$ cat src/hw/rtl/kmedoids_swap_clustering_macros.svh
// assertion macros for the k-medoids swap clustering block
`ifndef KMEDOIDS_SWAP_CLUSTERING_MACROS_SVH
`define KMEDOIDS_SWAP_CLUSTERING_MACROS_SVH
`ifndef SYNTHESIS
`define KMSC_ASSERT_IMP(label, clk, rst_n, a, c) \
    label: assert property (@(posedge clk) disable iff (!rst_n) (a) |-> (c)) \
        else $error("kmsc assertion failed");
`define KMSC_ASSERT_NEXT(label, clk, rst_n, a, c) \
    label: assert property (@(posedge clk) disable iff (!rst_n) (a) |=> (c)) \
        else $error("kmsc assertion failed");
`else
`define KMSC_ASSERT_IMP(label, clk, rst_n, a, c)
`define KMSC_ASSERT_NEXT(label, clk, rst_n, a, c)
`endif
`endif

$ cat src/hw/rtl/kmsc_ram.sv
// generic single-write, single-read ram with registered read data
module kmsc_ram #(
    parameter int WIDTH = 8,
    parameter int DEPTH = 16
) (
    input  logic                     clk,
    input  logic                     we,
    input  logic [$clog2(DEPTH)-1:0] waddr,
    input  logic [WIDTH-1:0]         wdata,
    input  logic [$clog2(DEPTH)-1:0] raddr,
    output logic [WIDTH-1:0]         rdata
);
    logic [WIDTH-1:0] mem [DEPTH];

    always_ff @(posedge clk)
    begin
        if (we)
        begin
            mem[waddr] <= wdata;
        end
        rdata <= mem[raddr];
    end
endmodule

$ cat config.mk
export PLATFORM = sky130hd
export DESIGN_NAME = kmsc_ram
export DESIGN_NICKNAME = d
export VERILOG_FILES = /design/src/hw/rtl/kmedoids_swap_clustering_macros.svh /design/src/hw/rtl/kmsc_ram.sv
export SDC_FILE = /design/constraint.sdc
export NUM_CORES = 1
export LEC_CHECK = 0
export ABC_AREA = 1
export ABC_CLOCK_PERIOD_IN_PS = 1270
export BUFFER_PORTS_ARGS = -buffer_cell sky130_fd_sc_hd__buf_2
export CAP_MARGIN = 20
export CORE_MARGIN = 10
export CORE_UTILIZATION = 48
export DETAILED_ROUTE_END_ITERATION = 8
export GPL_ROUTABILITY_DRIVEN = 1
export PLACE_DENSITY = 0.68
export SYNTH_ARGS = -nofsm -noshare
export SYNTH_HDL_FRONTEND = slang
export SYNTH_SLANG_ARGS = --single-unit
export TNS_END_PERCENT = 5
$ cat constraint.sdc
create_clock -name clk -period 1.27 [get_ports clk]
set_clock_uncertainty 0.15 [all_clocks]
set_input_delay 0.254 -clock clk [delete_from_list [all_inputs] [get_ports clk]]
set_output_delay 0.254 -clock clk [all_outputs]
set_load 0.005 [all_outputs]
==> results of run 1 <==
## power by group
group / switching, mW / internal, mW
Sequential: 0.0301 / 5.02
Combinational: 0.439 / 0.237
Clock: 1.71 / 3.44
Total: 2.18 / 8.70
## final timing paths
check	startpoint	to	slack, ns	cells after the start
min	raddr[2]	rdata[5]	0.04	4
max reg2reg	mem[2][7]	rdata[7]	0.02	6
min reg2reg	mem[12][5]	rdata[5]	0.52	6
max	mem[2][7]	rdata[7]	0.02	6
## cell type report
cell class                 count  area, µm²  area share
clock inverter                12      180.2     0.02624
clock buffer                  20      436.7     0.06360
inverter                     102      382.9     0.05577
tap                          143      178.9     0.02606
sequential                   136       4010      0.5841
timing repair buffer          56      457.9     0.06670
multi-input combinational    289       1219      0.1775
## metrics by stage
step	total power, mW	TNS [ns]	area (µm²)
2_1_floorplan	5.492	-7.972	5767
4_1_cts	10.90	0	6839
3_3_place_gp	5.773	-9.951	6212
6_report	10.88	0	6865
3_5_place_dp	5.789	-12.53	6212
5_1_grt	11.20	-0.04723	6865
## kinds of logic (layout without fill, tap and decap cells)
kind of cell  Yosys count  after routing
simple gates          289            289
flops                 136            136
buf+inv               126            190
## sequential cells by signal (all words and copies together) (netlist names)
register and cells:
rdata 8, mem 128
## tightest hold or removal path, cell delays in order
cell and delay (ns):
buf_2 0.13, nand3_1 0.08, nand3_1 0.06, nand2_1 0.05
## synth_stat cells
cell type and n:
buf_1 1, inv_2 2, dfxtp_1 8, inv_1 100, buf_4 4, edfxtp_1 128
nand2_1 173, buf_6 6, nand3b_1 2, nand3_1 97, nor2_1 17, buf_2 13
## metal layers
layer / vias up / track usage / share of wire
met2: 132 / 0.2571 / 0.49
li1: 1876 / - / -
met5: - / 0 / 0
met4: 0 / 0.07540 / 0.023
met3: 20 / 0.05546 / 0.053
met1: 1897 / 0.1987 / 0.44
## what timing repair did
action                     4_1_cts  5_1_grt
setup endpoints to repair        5        8
gates resized for setup          5        5
hold buffers                     0        0
==> flow_metrics.tcl, run 1 <==
set metrics [dict create \
    status "completed" \
    dp_hpwl_mm 8.011 \
    totalWireLength_mm 12.93 \
    route.detailed.drc 0 \
    pre_cts_ws_ns -0.2048 \
    yosys.area_share.xor_xnor 0 \
    report.final.setup_viol 0 \
    dp_cells 726 \
    ys_ff_latch 136 \
    worst_pin_slew_ns 0.4009 \
    synth.distinct_cells 12 \
    grt.total_usage 0.1630 \
    grt_pass1_vias 3821 \
    p_per_area_nw_per_um2 1585 \
    arrival_ns 1.40 \
    drv_cap 0 \
    synth-simple-area-share 0.2105 \
    synth_compound_area_frac 0 \
    synthTopCellsByArea "edfxtp_1 67%, nand2_1 11%, nand3_1 8.4%" \
    start_util 0.4966 \
    post_cts_buffers 0 \
    slowest_stage "edfxtp_1" \
    grt_max_degree 46 \
    fillers 924 \
    mostFrequentLayoutCells "173 x nand2_1, 128 x edfxtp_1, 100 x inv_1, 96 x nand3_1, 25 x buf_4" \
    cts_buffers 17 \
    end_kind "flop" \
    fmax_ghz 0.8024 \
    fin_crit_sh 0.9813 \
    max_slew_margin 0.7328 \
    holdWs_ns 0.04292 \
    critPathKind "flop to flop" \
    cp_num_buf_inv 1 \
    die_y_um 129.6 \
    antenna_found_initial 0 \
    synthAdderAreaFrac 0 \
    synth_cells 551 \
    cts-htree-levels 4 \
    hold_path_class "input port to flop" \
    cpPeakStageDelay_ns 0.38 \
    path_delay_family "simple AND/OR/NAND/NOR gates" \
    cts_root_buf "clkbuf_16" \
    ios 26 \
    layout_commonest_cell "nand2_1" \
    stdcell_count 758 \
    viasPerCell 5.178 \
    syn_area_per_cell_um2 10.47 \
    num_vias 3925 \
    crit_fanout 1 \
    synth_warnings 0 \
    drive_gt1_frac 0.1447 \
    ant_nets 0 \
    synth_top_area_cell "edfxtp_1" \
    syn-num-nets 569 \
    yosysTopAreaCellShare 0.6665 \
    synth_area_um2 5767 \
    peakVddDrop_uv 1107 \
    row_count 39 \
    cts.clk_slew.worst_paths_ns 0.06 \
    synth_top_family_by_area "simple AND/OR/NAND/NOR gates" \
    die_area_um2 16800 \
    wl_per_cell_um 17.06 \
    clock_latency_ns 0.42 \
    finalHoldViolations 0 \
    cts_tree "built" \
    clock-sinks 136 \
    antenna_cells 0 \
    final_util 0.5911 \
    p_leak_nw 3.013 \
    die_x_um 129.6 \
    cp_data_required_time_ns 1.43 \
    crit_path_start_kind "flop" \
    grt_setup_unrepaired "yes" \
    core_um2 11610 \
    drtIter0Drc 522 \
    dr.pass1.iters 5 \
    path_cells "inv_1, nand2_1, nand3_1, nand3_1, nand3_2, nand2_1" \
    gr-total-overflow 0 \
    cts_max_path_buffers 2 \
    synth_mux_area_frac 0 \
    routabilityCongestion 0.9399 \
    maxSlewViolCount 0 \
    fin_ws_ns 0.02378 \
    period_minus_slack_ns 1.246 \
    area_growth_syn_to_layout_pct 19.05 \
    port_buffers 25 \
    grt_pass1_wl_mm 20.33 \
    seq_area_frac_synth 0.6943 \
    nets 620 \
]
Note: power is estimated with default switching activity, not from simulation.
==> run 2: changes to the inputs <==
--- a/config.mk
+++ b/config.mk
@@ -13,7 +13,7 @@
 export CORE_UTILIZATION = 48
 export DETAILED_ROUTE_END_ITERATION = 8
 export GPL_ROUTABILITY_DRIVEN = 1
-export PLACE_DENSITY = 0.68
+export PLACE_DENSITY = 0.72
 export SYNTH_ARGS = -nofsm -noshare
 export SYNTH_HDL_FRONTEND = slang
 export SYNTH_SLANG_ARGS = --single-unit
==> run 2 against run 1 <==
Effect of this change: clock power fell by 8.2%; cell area is 0.66% lower; non-clock buffer count grew 2; maximum frequency shrank 1.8%; highest routed layer unchanged.
==> flow_metrics.tcl, run 2 (synthesized netlist as in run 1, its figures left out) <==
set metrics [dict create \
    wl_met1_mm 5.542 \
    wl_per_cell_um 16.79 \
    ant_nets 0 \
    wl_met2_mm 5.957 \
    clock_latency_ns 0.41 \
    cts_buffers 17 \
    finalHoldViolations 0 \
    die_area_um2 16800 \
    routabilityCongestion 0.8854 \
    cpPeakStageDelay_ns 0.35 \
    dp_hpwl_mm 8.312 \
    antenna_cells 0 \
    hold_path_class "input port to flop" \
    totalWireLength_mm 12.76 \
    path_cells "buf_6" \
    layout_commonest_cell "nand2_1" \
    drtIter0Drc 449 \
    viasPerCell 5.087 \
    status "completed" \
    num_vias 3866 \
    cts_hold_buf 0 \
    holdWs_ns 0.1045 \
    die_y_um 129.6 \
    core_um2 11610 \
    p_per_area_nw_per_um2 1532 \
    crit_path_start_kind "flop" \
    port_buffers 25 \
    slowest_stage "dfxtp_2" \
    placed_area_um2 6215 \
    timing.setup.tns_ns 0 \
    area_growth_syn_to_layout_pct 18.27 \
    max_slew_margin 0.7477 \
    dr.pass1.iters 5 \
    cts_max_path_buffers 2 \
    nets 622 \
    grt_pass1_wl_mm 20.76 \
    route.detailed.drc 0 \
    antenna_found_initial 0 \
    stdcell_area_um2 6820 \
    clock-sinks 136 \
    top_register "mem" \
    top_layer "met4" \
    fin_crit_sh 0.9990 \
    fillers 949 \
    report.final.setup_viol 0 \
    cts.clk_slew.worst_paths_ns 0.06 \
    cts_tree "built" \
    grt_pass1_vias 3831 \
    ios 26 \
    row_count 39 \
    period_minus_slack_ns 1.269 \
    grt_setup_unrepaired "yes" \
    arrival_ns 0.86 \
    die_x_um 129.6 \
    met3_length_um 980 \
    cts_root_buf "clkbuf_16" \
    final_util 0.5873 \
    largestRegisters "mem (128), rdata (8)" \
    cts-htree-levels 4 \
    grt_max_degree 33 \
    cp_data_required_time_ns 0.87 \
    mostFrequentLayoutCells "173 x nand2_1, 128 x edfxtp_1, 100 x inv_1, 96 x nand3_1, 28 x buf_4" \
    gr-total-overflow 0 \
    grt.total_usage 0.1637 \
    cp_num_buf_inv 1 \
    p_leak_nw 2.985 \
    drive_gt1_frac 0.1524 \
    drv_cap 0 \
    maxSlewViolCount 0 \
    worst_pin_slew_ns 0.3785 \
    peakVddDrop_uv 1103 \
    critPathKind "flop to primary output" \
    path_delay_family "flip-flops" \
    start_util 0.4966 \
    end_kind "primary output" \
    crit_fanout 1 \
    largest_reg_flops 128 \
    finalPower_mw 10.45 \
    fmax_ghz 0.7882 \
]
-- run 2: cell count changes in the layout (fill, tap and decap cells not counted), moves of 3 or more --
cell        delta
buf_4          +3
clkinv_1       -4
clkinv_4       +3
clkinvlp_4     +4
bufinv_16      -3
-- run 2: final timing paths --
kind / startpoint / to / slack [ns] / cells past startpoint
setup / recovery: rdata[7] / rdata[7] / 0.001 / 1
hold / removal: wdata[4] / mem[5][4] / 0.10 / 1
setup reg to reg: mem[9][2] / rdata[2] / 0.08 / 6
hold reg to reg: mem[15][4] / rdata[4] / 0.53 / 6
-- run 2: through the flow --
stage               setup WS (ns)  instances
detailed placement        -0.2164        728
global route             -0.02321        760
global placement          -0.2072        728
floorplan                -0.08484        551
finish                   0.001270        760
CTS                      -0.02628        760
-- run 2: timing repair --
item / CTS / global route
endpoints found under the hold margin: 0 / 0
setup endpoints to repair: 3 / 4
setup buffers: 0 / 0
gates resized for setup: 5 / 3
-- run 2: report_power, final --
part	internal (mW)	leakage, nW	switching [mW]
Clock	2.94	0.269	1.80
Sequential	5.02	1.22	0.0328
Combinational	0.230	1.49	0.431
-- run 2: metal layers --
layer / global-route usage / vias up
met5: 0 / -
met4: 0.06614 / 0
met3: 0.04405 / 24
met2: 0.2493 / 168
met1: 0.2183 / 1799
li1: - / 1875
-- run 2: layout make-up --
cell class | instances | area [µm²] | share of cell area
multi-input cells | 289 | 1219 | 0.1787
flip-flops and latches | 136 | 4009 | 0.5878
clock buffers | 21 | 450.4 | 0.06604
clock inverters | 11 | 126.4 | 0.01853
well taps | 143 | 178.9 | 0.02623
inverters | 102 | 382.9 | 0.05614
repair buffers | 58 | 454.2 | 0.06659
==> run 3: changes to the inputs <==
--- a/config.mk
+++ b/config.mk
@@ -9,6 +9,7 @@
 export ABC_CLOCK_PERIOD_IN_PS = 1270
 export BUFFER_PORTS_ARGS = -buffer_cell sky130_fd_sc_hd__buf_2
 export CAP_MARGIN = 20
+export CORE_ASPECT_RATIO = 0.7
 export CORE_MARGIN = 10
 export CORE_UTILIZATION = 48
 export DETAILED_ROUTE_END_ITERATION = 8
==> run 3 against run 2 <==
Effect of this change: the flow now finishes with violations (negative setup slack); flip-flop and latch count unchanged; sequential share of layout area fell by 0.70 points; count of clock-buffer cells in the layout increased by 3; largest power group unchanged; cell area grew 1.2%; largest cell class unchanged; final cell count grew 2.0%; maximum frequency is 0.85% lower; sequential power hardly changed; utilization grew 0.14 points; combinational power rose by 3.6%; critical path depth is the same; via count grew 1.0%.
==> flow_metrics.tcl, run 3 (synthesized netlist as in run 1, its figures left out) <==
set metrics [dict create \
    grt.total_usage 0.1671 \
    violations "negative setup slack" \
    grt_setup_unrepaired "yes" \
    route.detailed.drc 0 \
    intPower_mw 8.351 \
    worst_pin_slew_ns 0.4137 \
    netSwitchingFraction 0.2133 \
    top_register "mem" \
    antenna_found_initial 0 \
    end_kind "primary output" \
    slowest_stage "dfxtp_2" \
    ant_nets 0 \
    layout_commonest_cell "nand2_1" \
    grt_pass1_vias 3924 \
    regArea_um2 4009 \
    routabilityCongestion 0.8656 \
    min_from "wdata[1]" \
    wl_per_cell_um 17.52 \
    arrival_ns 0.88 \
    cts-htree-levels 4 \
    cp-startpoint "rdata[6]" \
    status "finished, violations left" \
    cts_max_path_buffers 2 \
    fin_ws_ns -0.009590 \
    mostFrequentLayoutCells "173 x nand2_1, 128 x edfxtp_1, 100 x inv_1, 95 x nand3_1, 26 x buf_4" \
    maxSlewViolCount 0 \
    cts_hold_buf 0 \
    nets 623 \
    gr-total-overflow 0 \
    core_um2 11730 \
    cpPeakStageDelay_ns 0.36 \
    max_slew_margin 0.7242 \
    p_leak_nw 3.021 \
    fin_crit_sh 1.008 \
    cts_buffers 17 \
    dr.pass1.iters 6 \
    cts_root_buf "clkbuf_16" \
    ios 26 \
    antenna_cells 0 \
    p_per_area_nw_per_um2 1538 \
    comb_power_share 0.065 \
    drtIter0Drc 411 \
    dp_hpwl_mm 8.682 \
    die_x_um 151.0 \
    hold_path_class "input port to flop" \
    crit_fanout 1 \
    p_clk_frac 0.459 \
    start_util 0.4918 \
    cp_data_required_time_ns 0.87 \
    power_frac_seq 0.477 \
    fmax_ghz 0.7815 \
    area_growth_syn_to_layout_pct 19.70 \
    multiInputGateArea_um2 1224 \
    row_count 33 \
    port_buffers 25 \
    p_switching_mw 2.264 \
    die_area_um2 16870 \
    totalWireLength_mm 13.58 \
    crit_path_start_kind "flop" \
    timing.setup.tns_ns -0.01795 \
    viasPerCell 5.040 \
    path_delay_family "flip-flops" \
    grt_max_degree 33 \
    period_minus_slack_ns 1.280 \
    cts_tree "built" \
    largest_reg_flops 128 \
    fillers 965 \
    report.final.setup_viol 2 \
    clock_latency_ns 0.42 \
    critPathKind "flop to primary output" \
    path_cells "buf_6" \
    largestRegisters "mem (128), rdata (8)" \
    drv_cap 0 \
    finalPower_mw 10.62 \
    peakVddDrop_uv 1173 \
    drive_gt1_frac 0.1537 \
    die_y_um 111.7 \
    cts.clk_slew.worst_paths_ns 0.06 \
    num_vias 3906 \
    clock-sinks 136 \
    finalHoldViolations 0 \
    cp_num_buf_inv 1 \
    reg2reg_from "mem[13][3]" \
    grt_pass1_wl_mm 21.47 \
]
==> run 3: final cells by class <==
type	instances	area share
Timing Repair Buffer	59	0.07323
Tap cell	157	0.02846
Clock inverter	8	0.01359
Inverter	102	0.05546
Clock buffer	24	0.07123
Multi-Input combinational cell	289	0.1773
Sequential cell	136	0.5807
==> run 3: power groups by stage <==
stage	Sequential, mW	Combinational [mW]	Clock (mW)
2_1_floorplan	5.14	0.354	0
3_3_place_gp	5.14	0.643	0
3_5_place_dp	5.15	0.660	0
4_1_cts	5.06	0.678	4.89
5_1_grt	5.07	0.757	5.10
6_report	5.06	0.685	4.87
==> run 3: metrics by stage <==
stage,instances,hold WS (ns),instance area [µm²],setup slack (ns),utilization
2_1_floorplan,551,0.2029,5767,-0.08484,-
3_3_place_gp,743,0.4896,6277,-0.1975,0.5353
3_5_place_dp,743,0.4907,6277,-0.2369,0.5353
4_1_cts,775,0.07820,6885,-0.02746,0.5872
5_1_grt,775,0.08728,6903,-0.03499,0.5887
6_report,775,0.09077,6903,-0.009590,0.5887
==> run 3: repair_timing <==
action,in CTS,in global routing
setup endpoints to repair,3,5
gates resized for setup,6,4
setup buffers,0,0
cloned,0,0
==> run 3: routing by layer <==
layer | global-route usage | vias to the layer above | share of wire
met2 | 0.2516 | 158 | 0.46
met5 | 0 | - | 0
met3 | 0.05057 | 22 | 0.076
li1 | - | 1882 | -
met1 | 0.2279 | 1844 | 0.44
met4 | 0.04862 | 0 | 0.018
==> run 3: worst paths after layout <==
path	endpoint	slack, ns	cells past startpoint
max	rdata[6]	-0.01	1
min	mem[7][1]	0.09	1
max reg2reg	rdata[3]	0.11	6
min reg2reg	rdata[2]	0.53	6
